===== src/crt_pkg.sv =====
// Shared types, constants and tables for the cube mesh rotate/translate block.
// Used by every module of the block; depends on nothing.
`default_nettype none

package crt_pkg;

  localparam int SINE_DEPTH_DEF = 1024;

  localparam int VERTEX_COUNT = 36;
  localparam int VTX_W        = 6;
  localparam int TRIG_SLOTS   = 6;
  localparam int SLOT_W       = 3;
  localparam int DRAIN_CYCLES = 3;

  localparam int TURN_W  = 16;
  localparam int SIZE_W  = 31;
  localparam int SCALE_W = 30;
  localparam int OUT_W   = 32;
  localparam int COORD_W = 34;
  localparam int TRIG_W  = 17;
  localparam int SUM_W   = 52;
  localparam int ROUND_SHIFT = 15;

  localparam logic [SIZE_W-1:0] ROOT_TWELFTH_Q32 = 31'd1239850262;
  localparam logic [TURN_W-1:0] QUARTER_TURN     = 16'h4000;
  localparam longint unsigned   HALF_PI_Q30      = 64'd1686629713;
  localparam longint unsigned   TAYLOR_DIV [7]   = '{6, 20, 42, 72, 110, 156, 210};

  // bit 2: x positive, bit 1: y positive, bit 0: z positive
  localparam logic [2:0] SIGN_ROM [VERTEX_COUNT] = '{
    3'd0, 3'd4, 3'd2, 3'd4, 3'd2, 3'd6, 3'd2, 3'd6, 3'd3, 3'd3, 3'd6, 3'd7,
    3'd4, 3'd6, 3'd7, 3'd7, 3'd4, 3'd5, 3'd1, 3'd5, 3'd3, 3'd5, 3'd3, 3'd7,
    3'd0, 3'd4, 3'd1, 3'd1, 3'd4, 3'd5, 3'd0, 3'd2, 3'd3, 3'd3, 3'd0, 3'd1
  };

  typedef enum logic [SLOT_W-1:0] {
    SLOT_COS_X = 3'd0,
    SLOT_SIN_X = 3'd1,
    SLOT_COS_Y = 3'd2,
    SLOT_SIN_Y = 3'd3,
    SLOT_COS_Z = 3'd4,
    SLOT_SIN_Z = 3'd5
  } crt_slot_t;

  typedef struct packed {
    logic signed [OUT_W-1:0]  center_x;
    logic signed [OUT_W-1:0]  center_y;
    logic signed [OUT_W-1:0]  center_z;
    logic        [SIZE_W-1:0] size_h;
    logic        [TURN_W-1:0] turn_about_x;
    logic        [TURN_W-1:0] turn_about_y;
    logic        [TURN_W-1:0] turn_about_z;
  } crt_in_t;

  typedef struct packed {
    logic signed [OUT_W-1:0] vertex_x;
    logic signed [OUT_W-1:0] vertex_y;
    logic signed [OUT_W-1:0] vertex_z;
    logic        [VTX_W-1:0] vertex_number;
    logic                    last_vertex;
  } crt_out_t;

  typedef struct packed {
    logic             load;
    logic             trig_issue;
    crt_slot_t        trig_slot;
    logic             vtx_issue;
    logic [VTX_W-1:0] vtx_num;
  } crt_cmd_t;

endpackage

`default_nettype wire


===== src/crt_ctrl.sv =====
// Sequencer: trig lookups, one vertex issue per cycle, pipeline drain.
// Depends on crt_pkg; drives crt_datapath through crt_cmd_t.
`default_nettype none

module crt_ctrl (
  input  wire logic              clk,
  input  wire logic              rst_n,
  input  wire logic              start,
  output logic                   busy,
  output crt_pkg::crt_cmd_t      cmd
);
  import crt_pkg::*;

  typedef enum logic [3:0] {
    S_IDLE  = 4'b0001,
    S_TRIG  = 4'b0010,
    S_RUN   = 4'b0100,
    S_DRAIN = 4'b1000
  } crt_state_t;

  crt_state_t       state_r, state_nxt;
  logic [VTX_W-1:0] cnt_r, cnt_nxt;

  always_ff @(posedge clk) begin
    if (!rst_n) begin
      state_r <= S_IDLE;
      cnt_r   <= '0;
    end else begin
      state_r <= state_nxt;
      cnt_r   <= cnt_nxt;
    end
  end

  always_comb begin
    state_nxt     = state_r;
    cnt_nxt       = cnt_r;
    cmd           = '0;
    cmd.trig_slot = crt_slot_t'(cnt_r[SLOT_W-1:0]);
    cmd.vtx_num   = cnt_r;
    case (state_r)
      S_IDLE: begin
        if (start) begin
          cmd.load  = 1'b1;
          state_nxt = S_TRIG;
          cnt_nxt   = '0;
        end
      end
      S_TRIG: begin
        cmd.trig_issue = (cnt_r < VTX_W'(TRIG_SLOTS));
        if (cnt_r == VTX_W'(TRIG_SLOTS)) begin
          state_nxt = S_RUN;
          cnt_nxt   = '0;
        end else begin
          cnt_nxt = cnt_r + 1'b1;
        end
      end
      S_RUN: begin
        cmd.vtx_issue = 1'b1;
        if (cnt_r == VTX_W'(VERTEX_COUNT - 1)) begin
          state_nxt = S_DRAIN;
          cnt_nxt   = '0;
        end else begin
          cnt_nxt = cnt_r + 1'b1;
        end
      end
      S_DRAIN: begin
        if (cnt_r == VTX_W'(DRAIN_CYCLES - 1)) begin
          state_nxt = S_IDLE;
          cnt_nxt   = '0;
        end else begin
          cnt_nxt = cnt_r + 1'b1;
        end
      end
      default: begin
        state_nxt = S_IDLE;
        cnt_nxt   = '0;
      end
    endcase
  end

  assign busy = (state_r != S_IDLE);

endmodule

`default_nettype wire


===== config.mk =====
export PLATFORM = sky130hd
export DESIGN_NAME = crt_ctrl
export DESIGN_NICKNAME = d
export VERILOG_FILES = /design/src/crt_pkg.sv /design/src/crt_ctrl.sv
export SDC_FILE = /design/constraint.sdc
export NUM_CORES = 1
export LEC_CHECK = 0
export ABC_AREA = 1
export BUFFER_PORTS_ARGS = -buffer_cell sky130_fd_sc_hd__buf_2
export CAP_MARGIN = 5
export CORE_MARGIN = 4
export CORE_UTILIZATION = 35
export DETAILED_ROUTE_END_ITERATION = 7
export GPL_TIMING_DRIVEN = 0
export MAX_ROUTING_LAYER = met4
export PLACE_DENSITY = 0.66
export SLEW_MARGIN = 10
export SYNTH_ARGS = -nofsm -noshare
export SYNTH_HDL_FRONTEND = slang
export SYNTH_SLANG_ARGS = --single-unit
export TNS_END_PERCENT = 100

===== constraint.sdc =====
create_clock -name clk -period 1.52 [get_ports clk]
set_input_delay 0.076 -clock clk [delete_from_list [all_inputs] [get_ports clk]]
set_output_delay 0.076 -clock clk [all_outputs]
set_load 0.01 [all_outputs]

# --- Word level (Yosys, flattened, before mapping) ---
# Index checks and enable logic that the tools add are counted.
totals:
  in_bits: 3
  output_inout_bits: 13
  register_bits: 10
classes:
  reduce_logical: 1
  n_mux: 14
  order_cmp: 1
  n_addsub: 1
  eq_ne: 12
ops:
  columns: ["op", "count"]
  rows:
  - ["$mux W6", 4]
  - ["$pmux W6 S4", 1]
  - ["$mux W4", 4]
  - ["$pmux W4 S4", 1]
  - ["$ne A2 B2 Y1 const B", 4]
  - ["$add A6 B1 Y6 const B", 1]
  - ["$eq A6 B2 Y1 const B", 1]
  - ["$eq A6 B3 Y1 const B", 1]
  - ["$eq A6 B6 Y1 const B", 1]
  - ["$lt A6 B3 Y1 const B", 1]
  - ["$eq A4 B1 Y1 const B", 1]
  - ["$eq A4 B2 Y1 const B", 1]
  - ["$eq A4 B3 Y1 const B", 1]
  - ["$eq A4 B4 Y1 const B", 1]
  - ["$mux W1", 4]
  - ["$ne A4 B1 Y1 const B", 1]
  - ["$reduce_and A4 Y1", 1]

# --- Depth between registers and ports, before layout ---
# Gate-level depths: netlist of the first run.
depth:
  depth_word: 3
  mapped_depth: 10

# --- Worst setup path before layout of the first run ---
# Ideal clock, no wire load.
synth_timing:
  path_type: "reg-to-reg"
  startpoint: "register cnt_r[1]"
  endpoint: "register cnt_r[4]"
  path_slack_ns: 0.210
  arrival_ns: 1.189
  n_path_buf: 0
  required_time_ns: 1.399
  path_stages_with_launch: 9
  cell_sequence: "dfxtp_1 > ha_1 > nand2_1 > clkinv_1 > nand3_1 > nand2_2 > nand2_4 > o21ai_2 > nor2_1"
synth_between:
  elab_chain_len: 3
  word_cells_on_any_way: 8
synth_rtl:
  columns: ["element", "line_no", "rtl"]
  rows:
  - ["start, declared", "crt_ctrl.sv:22", "logic [VTX_W-1:0] cnt_r, cnt_nxt;"]
  - ["start signal, assigned", "crt_ctrl.sv:30", "cnt_r <= cnt_nxt;"]
  - ["$add A6 B1 Y6 (tied with other cells)", "crt_ctrl.sv:54, crt_ctrl.sv:63, crt_ctrl.sv:71", null]
  - ["$mux W6 (on tied branches)", "crt_ctrl.sv:67, crt_ctrl.sv:50, crt_ctrl.sv:59", null]
  - ["$pmux W6 S4 (*)", "crt_ctrl.sv:40", "case (state_r)"]
# Mark *: on every way between the ends. The rest lies on a longest branch, timed or not.
# A chain may end at the register's enable or synchronous reset.

# --- Worst setup path in the final report of the first run ---
layout_timing:
  startpoint: "register cnt_r[0]"
  endpoint: "register cnt_r[4]"
# Same word-level chain as after synthesis.

==> impl_metrics.tcl, run 1 <==
set metrics [dict create \
    synthTopCellsByCount "15 x nand2_1, 12 x nor2_1, 10 x dfxtp_1" \
    finalSetupViolCount 0 \
    synth_warnings 0 \
    register_area_sq_um 203 \
    rsz0062_at_grt "no" \
    num_rows 15 \
    postCtsResizedCells 0 \
    dr.pass1.iters 4 \
    outcome "finished, final reports clean" \
    syn_avg_cell_area_sq_um 7.14 \
    fin_nets 113 \
    clockBufferDepth 2 \
    grt_overflow 0 \
    io_pins 16 \
    fmax_ghz 0.744 \
    ant_nets 0 \
    grt_usage_pct 11.8 \
    final.min_clock_period_ps 1340 \
    syn_inst 88 \
    p_leak_nw 0.353 \
    grt_pass1_vias 529 \
    die_w_um 50.4 \
    synth_area_leaders "dfxtp_1 32%, nand2_1 9.0%, nand3_1 7.2%, nor2_1 7.2%, inv_1 5.4%" \
    final_hold_viol_count 0 \
    drive_gt1_share_pct 36.8 \
    relSlewSlack_pct 82.0 \
    ir_drop_mv 0.363 \
    clk_latency_ps 270 \
    die_area_sq_mm 0.00254 \
    die_h_um 50.4 \
    critPathKind "reg2reg" \
    placedCellCount 128 \
    required_ps 1680 \
    postCtsSetupBuffers 0 \
    wl_um 1310 \
    diodes 0 \
    worst_pin_slew_ps 269 \
    grt_max_degree 10 \
    path_max_fanout 5 \
    cts-root-buf "clkbuf_4" \
    synth_area_sq_um 628 \
    gp_congestion 0.803 \
    drt-initial-drc-count 21 \
    yosysSeqAreaShare_pct 31.9 \
    cts_tree "done" \
    antenna_found_initial 0 \
    fillCellCount 186 \
    synthToLayoutAreaGrowth_pct 22.1 \
    post-route-period-util_pct 88.4 \
    synthArstFlopShare_pct 0 \
    clk_pin_slew_worst_paths_ps 70 \
    avgRoutedWirePerCell_um 10.0 \
    grt_pass1_wl_um 2200 \
    multi_input_area_sq_um 364 \
    power_density_mw_per_mm2 810 \
    ys_seq_elements 10 \
    core-area_sq_mm 0.00171 \
    vias_per_cell 4.53 \
    skew_ps 2.30 \
    portBuffers 15 \
    synth_edf_count 0 \
    holdBufCountCts 0 \
    yosysUniqueCellTypes 21 \
    synth_flop_cell "dfxtp_1" \
    finalSetupTns_ps 0 \
    instances_no_fill 131 \
    clock_sinks 10 \
    slew_violations 0 \
    start_util_pct 36.8 \
    post-dp-hpwl_um 986 \
    cts_made_buffers 3 \
    drcViolationCount 0 \
    holdWs_ps 34.9 \
    maxCapViolCount 0 \
    synth_top_area_share_pct 31.9 \
    endpoint_kind "flop" \
    synth_most_common_cell "nand2_1" \
    critPathLaunchType "flop" \
    hold_path.class "in2reg" \
    syn_nets 93 \
    synth_top_area_cell "dfxtp_1" \
    cts.htree.levels 1 \
    vias 593 \
    cp.arrival_ps 1500 \
]
-- kinds of logic after synthesis --
family	count (synthesis)	share of synthesized area, %
AO/OA/AOI/OAI	8	7.37
AND/OR/NAND/NOR	50	42.6
adder cells (fa/ha/maj)	2	3.98
flip-flops	10	31.9
XOR/XNOR	2	2.79
buffers and inverters	16	11.4
-- final timing paths --
check / from / end / slack (ps) / depth (start not counted)
setup / recovery: cnt_r[0]$_SDFFE_PN0N_ / cnt_r[4]$_SDFFE_PN0N_ / 180 / 9
hold / removal: rst_n / state_r[0]$_SDFFE_PN1P_ / 30 / 2
setup reg to reg: cnt_r[0]$_SDFFE_PN0N_ / cnt_r[4]$_SDFFE_PN0N_ / 180 / 9
hold reg to reg: cnt_r[0]$_SDFFE_PN0N_ / cnt_r[0]$_SDFFE_PN0N_ / 490 / 2
-- routing by layer --
metal  up-vias  global-route usage, %  routed length (um)
met1       253                   14.0                 588
met5         -                      -                   0
met4         0                   6.73                  23
met3         4                   1.78                  75
li1        320                      -                   -
met2        16                   19.1                 627
-- where the power goes --
group | switching, mW | internal, mW | leakage [nW]
sequential | 0.0136 | 0.275 | 0.0821
combinational | 0.0883 | 0.0570 | 0.257
clock | 0.0962 | 0.0917 | 0.0138
total | 0.198 | 0.423 | 0.353
-- registers in the layout (all words and copies together) (netlist names) --
| name | count |
|---|---|
| cnt_r | 6 |
| state_r | 4 |
-- per-stage QoR --
stage | power, mW | util (%) | worst slack, ps | cell area [sq um]
after global placement | 0.432 | 43.0 | 111 | 734
final | 0.621 | 44.9 | 176 | 767
after CTS | 0.622 | 44.3 | 73.9 | 757
after detailed placement | 0.434 | 43.0 | 96.9 | 734
after floorplan | 0.398 | - | 210 | 628
after global routing | 0.658 | 44.9 | 9.00 | 767
-- critical path, cell delays in order, from the launching register on --
cell and delay [ps]:
dfxtp_2 340, inv_2 70, ha_1 160, nand2_1 60, clkinv_1 60, nand3_1 80, nand2_2 100, nand2_4 70
o21ai_4 220, nor2_1 80
-- layout by cell type, fill, tap and decap left out, drive strengths merged --
cell / count
nor2: 16
dfxtp: 10
a21oi: 6
nand3: 9
ha: 2
xor2: 2
clkbuf: 3
nand4: 2
buf: 18
inv: 12
or2: 1
clkinv: 1
o21bai: 1
o21ai: 1
nor3: 1
nand2: 21
-- area by class of cell --
type / instances / share of cell area [%]
Multi-Input combinational cell: 62 / 47.5
Sequential cell: 10 / 26.4
Timing Repair Buffer: 15 / 9.79
Inverter: 13 / 6.36
Tap cell: 25 / 4.08
Clock buffer: 3 / 2.94
Buffer: 3 / 2.94
(Power assumes the default switching activity.)
==> run 2, diff against run 1 <==
Settings changed: BUFFER_PORTS_ARGS -buffer_cell sky130_fd_sc_hd__buf_2 to not set, DONT_BUFFER_PORTS set to 1, PLACE_DENSITY 0.66 to 0.58, REMOVE_ABC_BUFFERS set to 1.
==> run 2 against run 1 <==
Net effect: register-to-register slack lost 50 ps; via count shrank 11%; worst setup slack worse by 51 ps; sequential share of layout area up 3.7 points; critical path depth did not move; final area down 10%; worst hold slack improved by 130 ps; global-route usage decreased by 0.34 points; count of clock-buffer cells in the layout is the same; non-clock buffer count shrank 17; routed wire length down 7.0%; flip-flop and latch count unchanged.
==> impl_metrics.tcl, run 2 (synthesis gave the netlist of run 1 again) <==
set metrics [dict create \
    outcome "finished, final reports clean" \
    fmax_ghz 0.717 \
    fin_nets 96 \
    grt_use_met3_pct 3.56 \
    clockBufferDepth 2 \
    finalSetupViolCount 0 \
    final.min_clock_period_ps 1400 \
    relSlewSlack_pct 74.3 \
    min_from "start" \
    largest_reg_flops 6 \
    critPathLaunchType "flop" \
    grt_pass1_wl_um 2090 \
    grt_overflow 0 \
    hold-path-endpoint "state_r[0]$_SDFFE_PN1P_" \
    cts_tree "done" \
    vias 527 \
    grt_pass1_vias 500 \
    clk_latency_ps 260 \
    dr.pass1.iters 4 \
    vias_per_cell 4.62 \
    placedCellCount 110 \
    wl_um 1220 \
    num_rows 15 \
    skew_ps 2.46 \
    cts.htree.levels 1 \
    cts-root-buf "clkbuf_4" \
    final_cell_mix "15 x nand2_1, 12 x nor2_1, 9 x nand3_1, 8 x inv_1, 8 x dfxtp_1" \
    diodes 0 \
    antenna_found_initial 0 \
    portBuffers 0 \
    post-dp-hpwl_um 953 \
    top_usage_layer "met2" \
    drive_gt1_share_pct 24.7 \
    hold_path.class "in2reg" \
    p_leak_nw 0.265 \
    postCtsSetupBuffers 0 \
    gp_congestion 0.765 \
    reg_top3 "cnt_r (6), state_r (4)" \
    required_ps 1670 \
    cts_made_buffers 3 \
    grt_usage_pct 11.5 \
    drcViolationCount 0 \
    hold_depth 3 \
    r2r_slack_ps 120 \
    grt_use_met1_pct 13.2 \
    utilization_pct 40.4 \
    path_max_fanout 5 \
    drt-initial-drc-count 9 \
    ant_nets 0 \
    cp.arrival_ps 1550 \
    timing.rr.end "cnt_r[5]$_SDFFE_PN0N_" \
    top_register "cnt_r" \
    avgRoutedWirePerCell_um 10.7 \
    maxCapViolCount 0 \
    power_density_mw_per_mm2 861 \
    clk_pin_slew_worst_paths_ps 60 \
    start_util_pct 36.8 \
    post-route-period-util_pct 91.8 \
    met2_usage_pct 15.7 \
    crit_path_start "cnt_r[0]$_SDFFE_PN0N_" \
    worst_pin_slew_ps 385 \
    critPathKind "reg2reg" \
    clock_sinks 10 \
    r2r_start "cnt_r[0]$_SDFFE_PN0N_" \
    endpoint_kind "flop" \
    io_pins 16 \
    ir_drop_mv 0.659 \
    instances_no_fill 114 \
    stdcell_area_sq_um 689 \
    die_w_um 50.4 \
    die_h_um 50.4 \
    die_area_sq_mm 0.00254 \
    final_common_cell "nand2_1" \
    core-area_sq_mm 0.00171 \
    fillCellCount 183 \
    slew_violations 0 \
    place_area_sq_um 637 \
    rsz0062_at_grt "yes" \
    synthToLayoutAreaGrowth_pct 9.76 \
    grt_max_degree 10 \
    r2r_cells 9 \
    final_hold_viol_count 0 \
    holdWs_ps 165 \
]
-- run 2: cell count changes in the layout (fill, tap and decap cells not counted), sizes merged --
| cell | delta |
|---|---|
| buf | -18 |
| dlygate4sd3 | +1 |
-- run 2: layer usage --
| metal | vias up | wire [um] |
|---|---|---|
| li1 | 281 | - |
| met1 | 229 | 565 |
| met2 | 13 | 507 |
| met3 | 4 | 97 |
| met4 | 0 | 53 |
| met5 | - | 0 |
-- run 2: what timing repair did --
| item | CTS | global route |
|---|---|---|
| hold buffers | 1 | 0 |
| endpoints found under the hold margin | 7 | 0 |
| resized for setup | 3 | 4 |
| setup endpoints to repair | 5 | 9 |
-- run 2: worst max path at each step --
| stage | depth (start not counted) | endpoint | slack (ps) |
|---|---|---|---|
| after floorplan | 8 | cnt_r[4]$_SDFFE_PN0N_ | 140 |
| final | 9 | cnt_r[5]$_SDFFE_PN0N_ | 120 |
| after detailed placement | 8 | cnt_r[5]$_SDFFE_PN0N_ | -50 |
| after CTS | 9 | cnt_r[5]$_SDFFE_PN0N_ | 80 |
| after global placement | 8 | cnt_r[4]$_SDFFE_PN0N_ | -40 |
| after global routing | 10 | state_r[3]$_SDFFE_PN0P_ | 1 |
-- run 2: through the flow --
stage,TNS (ps),total power [mW],worst slack (ps)
floorplan,0,0.393,140
global placement,-175,0.410,-44.7
detailed placement,-194,0.412,-49.2
CTS,0,0.604,76.9
global route,0,0.633,1.12
finish,0,0.593,125
-- run 2: area by class of cell --
type	instances	area, sq um	share of cell area [%]
flip-flops and latches	10	208	30.1
clock buffers	3	22.5	3.27
repair buffers	1	10.0	1.45
multi-input cells	62	369	53.5
well taps	25	31.3	4.54
inverters	13	48.8	7.08
-- run 2: report_power, final --
part | switching (mW) | leakage (nW) | internal [mW]
registers | 0.0182 | 0.0827 | 0.273
logic | 0.0801 | 0.169 | 0.0416
clock network | 0.0890 | 0.0138 | 0.0915
-- run 2: critical path, stage by stage (launching register included) --
cell      delay, ps
dfxtp_4         380
inv_2            70
ha_1            170
nand2_1          60
clkinv_1         60
nand3_1          80
nand2_2         100
nand2_4          70
o21ai_4         220
nor2_1           80
==> run 3, diff against run 2 <==
Settings changed: PLACE_DENSITY 0.58 to 0.55, SETUP_SLACK_MARGIN set to 0.2.
Clock period 1.52 ns to 1.31 ns, I/O delays scaled along.
==> run 3 against run 2 <==
Net effect: the flow now finishes with violations (setup timing); first-iteration DRC count fell by 33%; sequential share of layout area down 4.9 points; die area unchanged; power rose by 39%; core utilization is 9.8 points higher; flip-flop and latch count did not move; via count up 8.5%; clock skew is 4.9 ps higher; fmax is 6.1% higher; largest cell class unchanged; largest power group unchanged.
==> impl_metrics.tcl, run 3 (synthesis gave the netlist of run 1 again) <==
set metrics [dict create \
    outcome "finished with violations" \
    violations "setup timing" \
    fin_nets 102 \
    grt_max_degree 10 \
    core-area_sq_mm 0.00171 \
    grt_use_met1_pct 13.6 \
    relSlewSlack_pct 81.8 \
    stdcell_area_sq_um 857 \
    grt_pass1_wl_um 2520 \
    swShare_pct 32.1 \
    reg_top3 "cnt_r (6), state_r (4)" \
    timing.rr.end "cnt_r[3]$_SDFFE_PN0N_" \
    r2r_slack_ps -5 \
    p_comb_share_pct 23.7 \
    diodes 0 \
    critPathKind "reg2reg" \
    post-route-period-util_pct 100 \
    final_cell_mix "12 x nand2_1, 10 x nor2_1, 8 x nand2_2, 7 x inv_1" \
    multi_input_area_sq_um 458 \
    grt_pass1_vias 559 \
    place_ws_ps -273 \
    ir_drop_mv 0.573 \
    post-dp-hpwl_um 984 \
    r2r_cells 8 \
    wl_um 1530 \
    cts_made_buffers 3 \
    clock_sinks 10 \
    finalSetupViolCount 2 \
    final_hold_viol_count 0 \
    p_total_mw 0.825 \
    slew_violations 0 \
    path_max_fanout 6 \
    antenna_found_initial 0 \
    skew_ps 7.33 \
    r2r_start "cnt_r[1]$_SDFFE_PN0N_" \
    grt_overflow 0 \
    final.min_clock_period_ps 1310 \
    grt_use_met3_pct 5.34 \
    fin_ws_ps -4.81 \
    gp_congestion 0.791 \
    largest_reg_flops 6 \
    utilization_pct 50.2 \
    clockBufferDepth 2 \
    fillCellCount 183 \
    fmax_ghz 0.761 \
    num_rows 15 \
    endpoint_kind "flop" \
    top_register "cnt_r" \
    required_ps 1470 \
    vias_per_cell 4.73 \
    vias 572 \
    p_leak_nw 0.328 \
    avgRoutedWirePerCell_um 12.6 \
    top_usage_layer "met2" \
    p_clk_share_pct 35.3 \
    dr.pass1.iters 4 \
    seq_power_share_pct 41.0 \
    p_int_mw 0.560 \
    synthToLayoutAreaGrowth_pct 36.5 \
    crit_end "cnt_r[3]$_SDFFE_PN0N_" \
    met2_usage_pct 24.8 \
    place_area_sq_um 637 \
    clk_pin_slew_worst_paths_ps 70 \
    power.switching_mw 0.265 \
    cts-root-buf "clkbuf_4" \
    die_area_sq_mm 0.00254 \
    crit_path_start "cnt_r[1]$_SDFFE_PN0N_" \
    io_pins 16 \
    rsz0062_at_grt "yes" \
    cp.arrival_ps 1480 \
    start_util_pct 36.8 \
    drive_gt1_share_pct 51.0 \
    maxCapViolCount 0 \
    die_w_um 50.4 \
    die_h_um 50.4 \
    worst_pin_slew_ps 273 \
    cts.htree.levels 1 \
    holdWs_ps 142 \
    critPathLaunchType "flop" \
    cts_tree "done" \
    clk_latency_ps 280 \
    portBuffers 0 \
    hold_path.class "in2reg" \
    drcViolationCount 0 \
    grt_usage_pct 13.9 \
    final_common_cell "nand2_1" \
    ant_nets 0 \
    register_area_sq_um 216 \
    drt-initial-drc-count 6 \
    power_density_mw_per_mm2 962 \
]
-- run 3: cell types whose count changed in the layout (fill, tap and decap cells not counted), moves of 3 or more --
cell,before,now
nand3_2,0,4
dfxtp_1,8,5
nand3_1,9,5
buf_4,0,4
a21oi_2,0,4
nand2_1,15,12
nand2_2,5,8
a21oi_1,6,2
-- run 3: power by group through the flow --
stage | sequential [mW] | clock (mW) | combinational [mW]
after floorplan | 0.343 | 0 | 0.113
after global placement | 0.345 | 0 | 0.131
after detailed placement | 0.345 | 0 | 0.133
after CTS | 0.339 | 0.296 | 0.171
after global routing | 0.341 | 0.316 | 0.215
final | 0.338 | 0.291 | 0.195
-- run 3: critical path, cell delays in order, from the launching register on --
cell and delay (ps):
dfxtp_4 430, ha_4 160, nand2_2 50, clkinv_2 50, nand3_2 50, nand2_2 100, nand2_4 70, o21ai_4 220
nor2_1 70
-- run 3: layer usage --
layer,vias to the layer above,part of all wire [%]
met1,261,39
met4,0,1.9
met2,13,52
met3,5,6.8
li1,293,-
met5,-,0
-- run 3: stage by stage --
stage	TNS, ps	cells
after CTS	0	119
after floorplan	-467	85
after global routing	-821	121
after global placement	-1870	110
after detailed placement	-1940	110
final	-5.24	121
-- run 3: layout make-up --
cell class	count	share of cell area, %
inverter	13	6.13
sequential	10	25.3
tap	25	3.65
timing repair buffer	7	7.30
clock buffer	4	4.23
multi-input combinational	62	53.4
-- run 3: worst min path at each step --
| stage | from | to | slack (ps) | cells past startpoint |
|---|---|---|---|---|
| global route | start | state_r[1]$_SDFFE_PN0P_ | 160 | 4 |
| floorplan | rst_n | state_r[0]$_SDFFE_PN1P_ | 150 | 1 |
| detailed placement | rst_n | state_r[0]$_SDFFE_PN1P_ | 150 | 1 |
| global placement | rst_n | state_r[0]$_SDFFE_PN1P_ | 160 | 1 |
| finish | start | state_r[1]$_SDFFE_PN0P_ | 140 | 4 |
| CTS | start | state_r[1]$_SDFFE_PN0P_ | 130 | 4 |
-- run 3: timing repair --
action / 4_1_cts / 5_1_grt
resized for setup: 31 / 6
hold endpoints to repair: 8 / 0
pin swaps: 9 / 3
setup buffers: 4 / 2
hold buffers: 1 / 0
endpoints found under the setup margin: 12 / 13
